[src/hdl/tpcu_pkg.sv]
// Package for the tracker pattern cell unpacker.
// Holds the parser phase type, byte constants and the small decode functions.
// No dependencies.
package tpcu_pkg;

  // Parser phase: which byte of the current cell is expected next.
  typedef enum logic [2:0] {
    PH_LEAD  = 3'd0,
    PH_NOTE  = 3'd1,
    PH_INST  = 3'd2,
    PH_VOL   = 3'd3,
    PH_TYPE  = 3'd4,
    PH_PARAM = 3'd5
  } phase_t;

  localparam int unsigned TRACK_LIMIT = 32;

  localparam logic [5:0] TRACK_COUNT_RESET = 6'd4;
  localparam logic [5:0] TRACK_MAX         = 6'(TRACK_LIMIT < 32 ? TRACK_LIMIT : 32);

  localparam logic [7:0] MASK_FLAG     = 8'h80;
  localparam logic [4:0] FULL_FOLLOW   = 5'h1e;
  localparam logic [7:0] VOL_LOW       = 8'h10;
  localparam logic [7:0] VOL_HIGH      = 8'h50;
  localparam logic [7:0] CMD_VOLUME    = 8'h0c;
  localparam logic [6:0] NOTE_OFF_CODE = 7'h61;
  localparam logic [7:0] NOTE_OFF      = 8'd120;
  localparam logic [7:0] NOTE_NONE     = 8'd255;
  localparam logic [7:0] INST_NONE     = 8'd255;
  localparam logic [7:0] MACH_NORMAL   = 8'd0;
  localparam logic [7:0] MACH_EMPTY    = 8'd255;

  // Mask bit that belongs to a given phase.
  function automatic logic [4:0] phase_bit(input phase_t ph);
    logic [4:0] m;
    m = 5'b0;
    unique case (ph)
      PH_NOTE:  m = 5'b00001;
      PH_INST:  m = 5'b00010;
      PH_VOL:   m = 5'b00100;
      PH_TYPE:  m = 5'b01000;
      PH_PARAM: m = 5'b10000;
      default:  m = 5'b00000;
    endcase
    return m;
  endfunction

  // Phase of the lowest byte still pending in the mask.
  function automatic phase_t lowest_phase(input logic [4:0] mask);
    phase_t ph;
    ph = PH_LEAD;
    if (mask[0])      ph = PH_NOTE;
    else if (mask[1]) ph = PH_INST;
    else if (mask[2]) ph = PH_VOL;
    else if (mask[3]) ph = PH_TYPE;
    else if (mask[4]) ph = PH_PARAM;
    return ph;
  endfunction

  // Number of tracks actually used per row: zero acts as one, large values clamp.
  function automatic logic [5:0] eff_tracks(input logic [5:0] cnt);
    logic [5:0] n;
    n = cnt;
    if (n == 6'd0) n = 6'd1;
    if (n > TRACK_MAX) n = TRACK_MAX;
    return n;
  endfunction

endpackage

[src/hdl/tracker_pattern_cell_unpacker_unit.sv]
// Top level of the tracker pattern cell unpacker.
// Path: the last byte of a cell is taken into the input register; its translated cell
// then lands in the result register once that register is free or being emptied.
// Throughput: one item per cycle while results are taken; the parser state update is the only loop.
// A result left waiting at the output holds the byte in the input register, so input stalls too.
// Reset (rst, synchronous, active high) empties both registers, clears the parser and
// counters, and sets track_count to 4.
module tracker_pattern_cell_unpacker_unit (
  input  logic       clk,
  input  logic       rst,
  // Byte input channel.
  input  logic       in_valid,
  output logic       in_ready,
  input  logic [7:0] data_byte,
  input  logic       pattern_start,
  // Result channel.
  output logic       out_valid,
  input  logic       out_ready,
  output logic [7:0] note_out,
  output logic [7:0] instrument_out,
  output logic [7:0] machine_out,
  output logic [7:0] command_out,
  output logic [7:0] parameter_out,
  output logic [4:0] track_index,
  output logic [7:0] row_index,
  output logic       bad_note,
  // Configuration write channel: tracks per row.
  input  logic       cfg_valid,
  output logic       cfg_ready,
  input  logic [5:0] cfg_data
);

  // Configuration register. Writes are always taken.
  logic [5:0] track_count;

  // Input register: one byte waiting to be parsed.
  logic       in_full;
  logic [7:0] in_byte;
  logic       in_start;

  // Parser state.
  tpcu_pkg::phase_t phase, phase_next;
  logic [4:0] pending_mask, pending_mask_next;
  logic [7:0] held_note, held_note_next;
  logic [7:0] held_instrument, held_instrument_next;
  logic [7:0] held_volume, held_volume_next;
  logic [7:0] held_effect_type, held_effect_type_next;
  logic [4:0] track_counter, track_counter_next;
  logic [7:0] row_counter, row_counter_next;

  // Values of the cell once this byte is applied.
  logic [7:0] cell_note, cell_inst, cell_vol, cell_type, cell_param;
  logic [4:0] cell_mask;
  logic [4:0] pos_track;
  logic [7:0] pos_row;
  logic       emit;

  // Translated result.
  logic [7:0] res_note, res_inst, res_cmd, res_par, res_mach;
  logic       res_bad;
  logic [6:0] note7;
  logic [7:0] vol_off;
  logic [5:0] track_inc;

  // The input register moves on whenever the result register is free or being emptied.
  // A finished result waiting at the output keeps the byte in the input register and
  // drops in_ready until the result is taken.
  logic advance;
  assign advance   = in_full && (!out_valid || out_ready);
  assign in_ready  = !in_full || advance;
  assign cfg_ready = 1'b1;

  // Parse one byte. A pattern start clears the parser and the counters first,
  // so the byte is always read as a lead byte in that case.
  always_comb begin
    tpcu_pkg::phase_t ph;
    ph         = in_start ? tpcu_pkg::PH_LEAD : phase;
    pos_track  = in_start ? 5'd0 : track_counter;
    pos_row    = in_start ? 8'd0 : row_counter;
    cell_note  = held_note;
    cell_inst  = held_instrument;
    cell_vol   = held_volume;
    cell_type  = held_effect_type;
    cell_param = 8'd0;
    cell_mask  = pending_mask;
    if (ph == tpcu_pkg::PH_LEAD) begin
      // A lead byte begins a fresh cell.
      cell_inst = tpcu_pkg::INST_NONE;
      cell_vol  = 8'd0;
      cell_type = 8'd0;
      if ((in_byte & tpcu_pkg::MASK_FLAG) != 8'd0) begin
        cell_note = 8'd0;
        cell_mask = in_byte[4:0];
      end else begin
        cell_note = in_byte;
        cell_mask = tpcu_pkg::FULL_FOLLOW;
      end
    end else begin
      unique case (ph)
        tpcu_pkg::PH_NOTE:  cell_note  = in_byte;
        tpcu_pkg::PH_INST:  cell_inst  = in_byte;
        tpcu_pkg::PH_VOL:   cell_vol   = in_byte;
        tpcu_pkg::PH_TYPE:  cell_type  = in_byte;
        tpcu_pkg::PH_PARAM: cell_param = in_byte;
        default:            cell_param = 8'd0;
      endcase
      cell_mask = pending_mask & ~tpcu_pkg::phase_bit(ph);
    end
    emit = (cell_mask == 5'd0);
  end

  // Next parser state: a completed cell returns the parser to the lead byte.
  always_comb begin
    track_inc = {1'b0, pos_track} + 6'd1;
    if (emit) begin
      phase_next            = tpcu_pkg::PH_LEAD;
      pending_mask_next     = 5'd0;
      held_note_next        = 8'd0;
      held_instrument_next  = tpcu_pkg::INST_NONE;
      held_volume_next      = 8'd0;
      held_effect_type_next = 8'd0;
      // The counter can never pass 32 tracks, so reaching 32 also wraps it.
      if (track_inc >= tpcu_pkg::eff_tracks(track_count)) begin
        track_counter_next = 5'd0;
        row_counter_next   = pos_row + 8'd1;
      end else begin
        track_counter_next = track_inc[4:0];
        row_counter_next   = pos_row;
      end
    end else begin
      phase_next            = tpcu_pkg::lowest_phase(cell_mask);
      pending_mask_next     = cell_mask;
      held_note_next        = cell_note;
      held_instrument_next  = cell_inst;
      held_volume_next      = cell_vol;
      held_effect_type_next = cell_type;
      track_counter_next    = pos_track;
      row_counter_next      = pos_row;
    end
  end

  // Cell translation: volume to command, note transposition, empty-cell marking.
  always_comb begin
    note7   = cell_note[6:0];
    vol_off = cell_vol - tpcu_pkg::VOL_LOW;
    if (cell_vol >= tpcu_pkg::VOL_LOW && cell_vol <= tpcu_pkg::VOL_HIGH) begin
      res_cmd = tpcu_pkg::CMD_VOLUME;
      // Four times the offset, low eight bits only: the top volume wraps to zero.
      res_par = {vol_off[5:0], 2'b00};
    end else begin
      res_cmd = cell_type;
      res_par = cell_param;
    end
    res_inst = cell_inst;
    res_bad  = 1'b0;
    if (note7 == 7'd0) begin
      res_note = tpcu_pkg::NOTE_NONE;
    end else if (note7 == tpcu_pkg::NOTE_OFF_CODE) begin
      res_note = tpcu_pkg::NOTE_OFF;
      res_inst = tpcu_pkg::INST_NONE;
    end else if (note7 >= 7'd30) begin
      res_note = {1'b0, note7 - 7'd30};
    end else if (note7 >= 7'd18) begin
      res_note = {1'b0, note7 - 7'd18};
    end else if (note7 >= 7'd6) begin
      res_note = {1'b0, note7 - 7'd6};
    end else begin
      // Notes one to five sit below the lowest transposable octave.
      res_note = tpcu_pkg::NOTE_NONE;
      res_bad  = 1'b1;
    end
    if (res_note == tpcu_pkg::NOTE_NONE && res_cmd == 8'd0 && res_par == 8'd0 &&
        res_inst == tpcu_pkg::INST_NONE) begin
      res_mach = tpcu_pkg::MACH_EMPTY;
    end else begin
      res_mach = tpcu_pkg::MACH_NORMAL;
    end
  end

  // Configuration register.
  always_ff @(posedge clk) begin
    if (rst) begin
      track_count <= tpcu_pkg::TRACK_COUNT_RESET;
    end else if (cfg_valid && cfg_ready) begin
      track_count <= cfg_data;
    end
  end

  // Input register.
  always_ff @(posedge clk) begin
    if (rst) begin
      in_full <= 1'b0;
    end else if (in_valid && in_ready) begin
      in_full <= 1'b1;
    end else if (advance) begin
      in_full <= 1'b0;
    end
  end

  always_ff @(posedge clk) begin
    if (in_valid && in_ready) begin
      in_byte  <= data_byte;
      in_start <= pattern_start;
    end
  end

  // Parser state register.
  always_ff @(posedge clk) begin
    if (rst) begin
      phase            <= tpcu_pkg::PH_LEAD;
      pending_mask     <= 5'd0;
      held_note        <= 8'd0;
      held_instrument  <= tpcu_pkg::INST_NONE;
      held_volume      <= 8'd0;
      held_effect_type <= 8'd0;
      track_counter    <= 5'd0;
      row_counter      <= 8'd0;
    end else if (advance) begin
      phase            <= phase_next;
      pending_mask     <= pending_mask_next;
      held_note        <= held_note_next;
      held_instrument  <= held_instrument_next;
      held_volume      <= held_volume_next;
      held_effect_type <= held_effect_type_next;
      track_counter    <= track_counter_next;
      row_counter      <= row_counter_next;
    end
  end

  // Result register.
  always_ff @(posedge clk) begin
    if (rst) begin
      out_valid <= 1'b0;
    end else if (advance && emit) begin
      out_valid <= 1'b1;
    end else if (out_ready) begin
      out_valid <= 1'b0;
    end
  end

  always_ff @(posedge clk) begin
    if (advance && emit) begin
      note_out       <= res_note;
      instrument_out <= res_inst;
      machine_out    <= res_mach;
      command_out    <= res_cmd;
      parameter_out  <= res_par;
      track_index    <= pos_track;
      row_index      <= pos_row;
      bad_note       <= res_bad;
    end
  end

  // While a cell is open, its expected byte must still be pending in the mask.
  a_phase_in_mask: assert property (@(posedge clk) disable iff (rst)
    phase != tpcu_pkg::PH_LEAD |-> (pending_mask & tpcu_pkg::phase_bit(phase)) != 5'd0)
    else $error("parser phase has no pending byte");

  // A result that is not taken stays valid with its fields unchanged.
  a_result_hold: assert property (@(posedge clk) disable iff (rst)
    out_valid && !out_ready |=> out_valid && $stable(note_out) && $stable(track_index) &&
      $stable(row_index))
    else $error("waiting result changed before it was taken");

  // An empty cell has neither a note nor an instrument.
  a_empty_cell: assert property (@(posedge clk) disable iff (rst)
    out_valid && machine_out == tpcu_pkg::MACH_EMPTY |->
      note_out == tpcu_pkg::NOTE_NONE && instrument_out == tpcu_pkg::INST_NONE)
    else $error("empty cell carries note or instrument");

  // An untransposable note never yields a note value.
  a_bad_note: assert property (@(posedge clk) disable iff (rst)
    out_valid && bad_note |-> note_out == tpcu_pkg::NOTE_NONE)
    else $error("bad note with a note value");

endmodule

[config.mk]
export PLATFORM = sky130hd
export DESIGN_NAME = tracker_pattern_cell_unpacker_unit
export DESIGN_NICKNAME = d
export VERILOG_FILES = /design/src/hdl/tpcu_pkg.sv /design/src/hdl/tracker_pattern_cell_unpacker_unit.sv
export SDC_FILE = /design/constraint.sdc
export NUM_CORES = 1
export LEC_CHECK = 0
export BUFFER_PORTS_ARGS = -buffer_cell sky130_fd_sc_hd__buf_2
export CORE_UTILIZATION = 40
export CTS_CLUSTER_SIZE = 12
export DETAILED_ROUTE_END_ITERATION = 12
export GPL_TIMING_DRIVEN = 0
export PLACE_DENSITY = 0.59
export SLEW_MARGIN = 0
export SYNTH_ARGS = -nofsm -noshare
export SYNTH_HDL_FRONTEND = slang
export SYNTH_SLANG_ARGS = --single-unit
[constraint.sdc]
create_clock -name clk -period 5 [get_ports clk]
set_input_delay 1 -clock clk [delete_from_list [all_inputs] [get_ports clk]]
set_output_delay 1 -clock clk [all_outputs]
set_load 0.03 [all_outputs]
==> run metrics <==
result of the run=complete, but fails checks; failing checks=DRC; Crit Path Category=reg -> reg; Total Power Consumption=2.564 mW; Post-CTS Hold Fix Bufs=0; minimum period implied by the final worst setup slack=4725 ps; number of cell rows=44; Post-CTS Repair Setup Buffers=0; max cap viols=0; CP Data Arrival Time=5030 ps; power per unit of standard cell area=350.2 nW/um2; cell area after placement=6725 um2; die area=15760 um2; total wirelength of the detailed-routed design=17510 um; drt pass-1 iters=10; kind of start point of the critical path=register; slowest stage cell on the critical path=a221oi_1; Finish-stage setup viols=0; Hold Crit Class=reg -> reg; Num CTS Buffers=17; number of cells produced by synthesis=657; pin count of the biggest net entering global routing=38; die outline height=125.5 um; number of ports placed on the die boundary=77; count of unique library cells instantiated by Yosys=73; CORE AREA=14700 um2; Area Growth Syn to Fin=19.94%; number of antenna violations at the first check in global routing=0; pins over their slew limit=0; number of remaining DRC errors=7; starting density of the core=0.4153; prevailing post-synth register cell=dfxtp_1; sequential-to-total area share from yosys stat=0.4722; wire length of the first global-routing pass=27850 um; synthesized area per cell=9.292 um2; Layout Cell Area excl Fill=7322 um2; number of flops mapped to enable cells by yosys=56; R2R cell count=14; leakage power total=2.717 nW; Initial DRC Count=694; setup slack at placement=341.5 ps; fraction of layout instances using a drive strength above 1=0.1937; Max Fclk=211.7 MHz; part of the cycle the worst path needs=0.9449; routability congestion estimate from global placement=0.8736; clock tree from TritonCTS=built; share of flip-flops with an asynchronous set or reset=0; clk sink count=116; Warnings, synthesis=0; launch point of the critical path=in_start$_DFFE_PP_; number of nets in the final layout=782; worst endpoint required time=5300 ps; utilization after layout=0.4981; delay of the slowest cell on the worst path=890 ps; cell occurring most often along the worst timing path=buf_2; # port buffers=74; CP max FO=10; number of levels the H-tree was split into=4; netlist area before placement=6105 um2; buffer type at the clock tree root=clkbuf_16; post-synthesis sequential element count=116; die outline width=125.5 um; net count of the mapped netlist=688; Crit Reg-Reg Startpoint=in_start$_DFFE_PP_; Total Negative Setup Slacks=0 ps; Final Worst Setup Slack=275.3 ps; kind of end point of the critical path=register; maximum buffer depth of the clock tree=2; startpoint of the worst hold path=row_counter[1]$_SDFFE_PP0P_; Clk Latency, worst-skew pair=420 ps; number of global-route vias before repair=5231; gr ovfl total=0; number of vias in the routed layout=5591; number of stages on the worst hold path=2; maximum VDD drop=0.0002140 V; clock slew at the register clock pins of the worst setup and hold paths=50 ps; final antenna diode count=0; transition time at the pin with the least slew margin=1052 ps; Fin Clk Skew=5.368 ps; RSZ-0062 raised after global routing=no; remaining max-slew budget at the tightest pin=0.2988; endpoints failing hold=0; post-detailed-placement half-perimeter wirelength=12350 um; post-cts gate resize count=0; per-cell routed wire length=18.47 um; number of nets with antenna violations after detailed routing=0; total global-route track usage=0.2292; via/cell ratio=5.898; critical-path cell list=clkbuf_1, buf_2, buf_2, buf_2, clkbuf_1, nor2b_1, ha_1, nand3_1, xnor2_1, ha_1, a21o_1, a221oi_1, nor4_2, mux2_1
layout by cell type, fill, tap and decap left out, drive strengths merged, types with 3 or more instances in the layout:
cell type	Yosys	routed
a21o	3	3
a21oi	32	32
a22o	8	8
a22oi	27	27
a31oi	16	16
a32o	4	4
and2	6	6
and3	9	9
buf	31	106
bufinv	0	3
clkbuf	25	47
clkinv	0	5
dfxtp	60	60
edfxtp	56	56
ha	11	11
inv	13	13
mux2	4	4
mux2i	10	10
nand2	69	69
nand2b	4	4
nand3	28	28
nand3b	4	4
nand4	11	11
nand4b	6	6
nor2	70	70
nor2b	24	24
nor3	17	17
nor4	7	7
o2111ai	6	6
o211ai	6	6
o21ai	33	33
o221ai	4	4
o22ai	11	11
o31ai	3	3
or2	4	4
xor2	5	5
layout make-up:
cell class,count,area (um2)
well taps,184,230.2
multi-input cells,472,2878
flip-flops and latches,116,2883
plain buffers,56,295.3
clock inverters,10,132.6
fillers,1371,7377
inverters,13,48.80
repair buffers,75,390.4
clock buffers,22,464.2
registers in the layout (all words and copies together), names as in the netlist, 7 cells and up:
name,flops
held_effect_type,8
in_byte,8
row_index,8
row_counter,8
held_note,7
note_out,8
command_out,8
held_instrument,8
instrument_out,8
parameter_out,8
held_volume,8
Yosys cell counts (10+ instances only):
library cell | instances | area, um2
dfxtp_1 | 60 | 1201
clkbuf_1 | 25 | 93.84
edfxtp_1 | 56 | 1682
o22ai_1 | 11 | 68.82
a31oi_1 | 16 | 100.1
a21oi_1 | 31 | 155.2
nand4_1 | 10 | 62.56
ha_1 | 11 | 137.6
mux2i_1 | 10 | 100.1
nand3_1 | 28 | 140.1
a22oi_1 | 27 | 202.7
nor2_1 | 70 | 262.8
buf_4 | 12 | 90.09
nand2_1 | 68 | 255.2
nor3_1 | 15 | 75.07
o21ai_0 | 31 | 155.2
inv_1 | 13 | 48.80
nor2b_1 | 23 | 143.9
worst max-delay path: cells and delay by family (launching register included):
family | cells | cell delay [ps]
buffers and inverters | 5 | 1630
AOI/OAI and AO/OA | 2 | 1060
adders and majority gates | 2 | 590
DFF | 1 | 310
and+or+nand+nor | 3 | 460
xor gates and xnor gates | 1 | 170
muxes | 1 | 360
final timing paths:
path                                      end  slack [ps]
setup / recovery  row_counter[7]$_SDFFE_PP0P_         280
hold / removal    row_counter[1]$_SDFFE_PP0P_         470
setup reg to reg  row_counter[7]$_SDFFE_PP0P_         280
hold reg to reg   row_counter[1]$_SDFFE_PP0P_         470
stage by stage:
stage | hold slack, ps | std cells
4_1_cts | 467.4 | 948
6_report | 468.8 | 948
3_5_place_dp | 460.1 | 916
3_3_place_gp | 451.8 | 915
5_1_grt | 491.0 | 948
2_1_floorplan | 441.7 | 657
cells by family after synthesis:
group                      count (synthesis)  synth area share
adders and majority gates                 11           0.02255
buffers and inverters                     69           0.05637
AOI/OAI and AO/OA                        174            0.1957
and+or+nand+nor                          266            0.2195
DFF                                      116            0.4722
other                                      1         0.0006143
muxes                                     14           0.02439
xor gates and xnor gates                   6          0.008608
power breakdown:
| group | leakage (nW) | switching (mW) | internal [mW] |
|---|---|---|---|
| Sequential | 0.958 | 0.0177 | 1.02 |
| Combinational | 1.47 | 0.205 | 0.0920 |
| Clock | 0.288 | 0.429 | 0.805 |
| Total | 2.72 | 0.651 | 1.91 |
per-layer routing:
metal	wire length [um]	GRT usage
met1	8116	0.3118
met2	7557	0.3359
met3	1378	0.06761
met5	0	0
met4	459	0.1011
No activity file was read; power rests on OpenSTA's default activity.
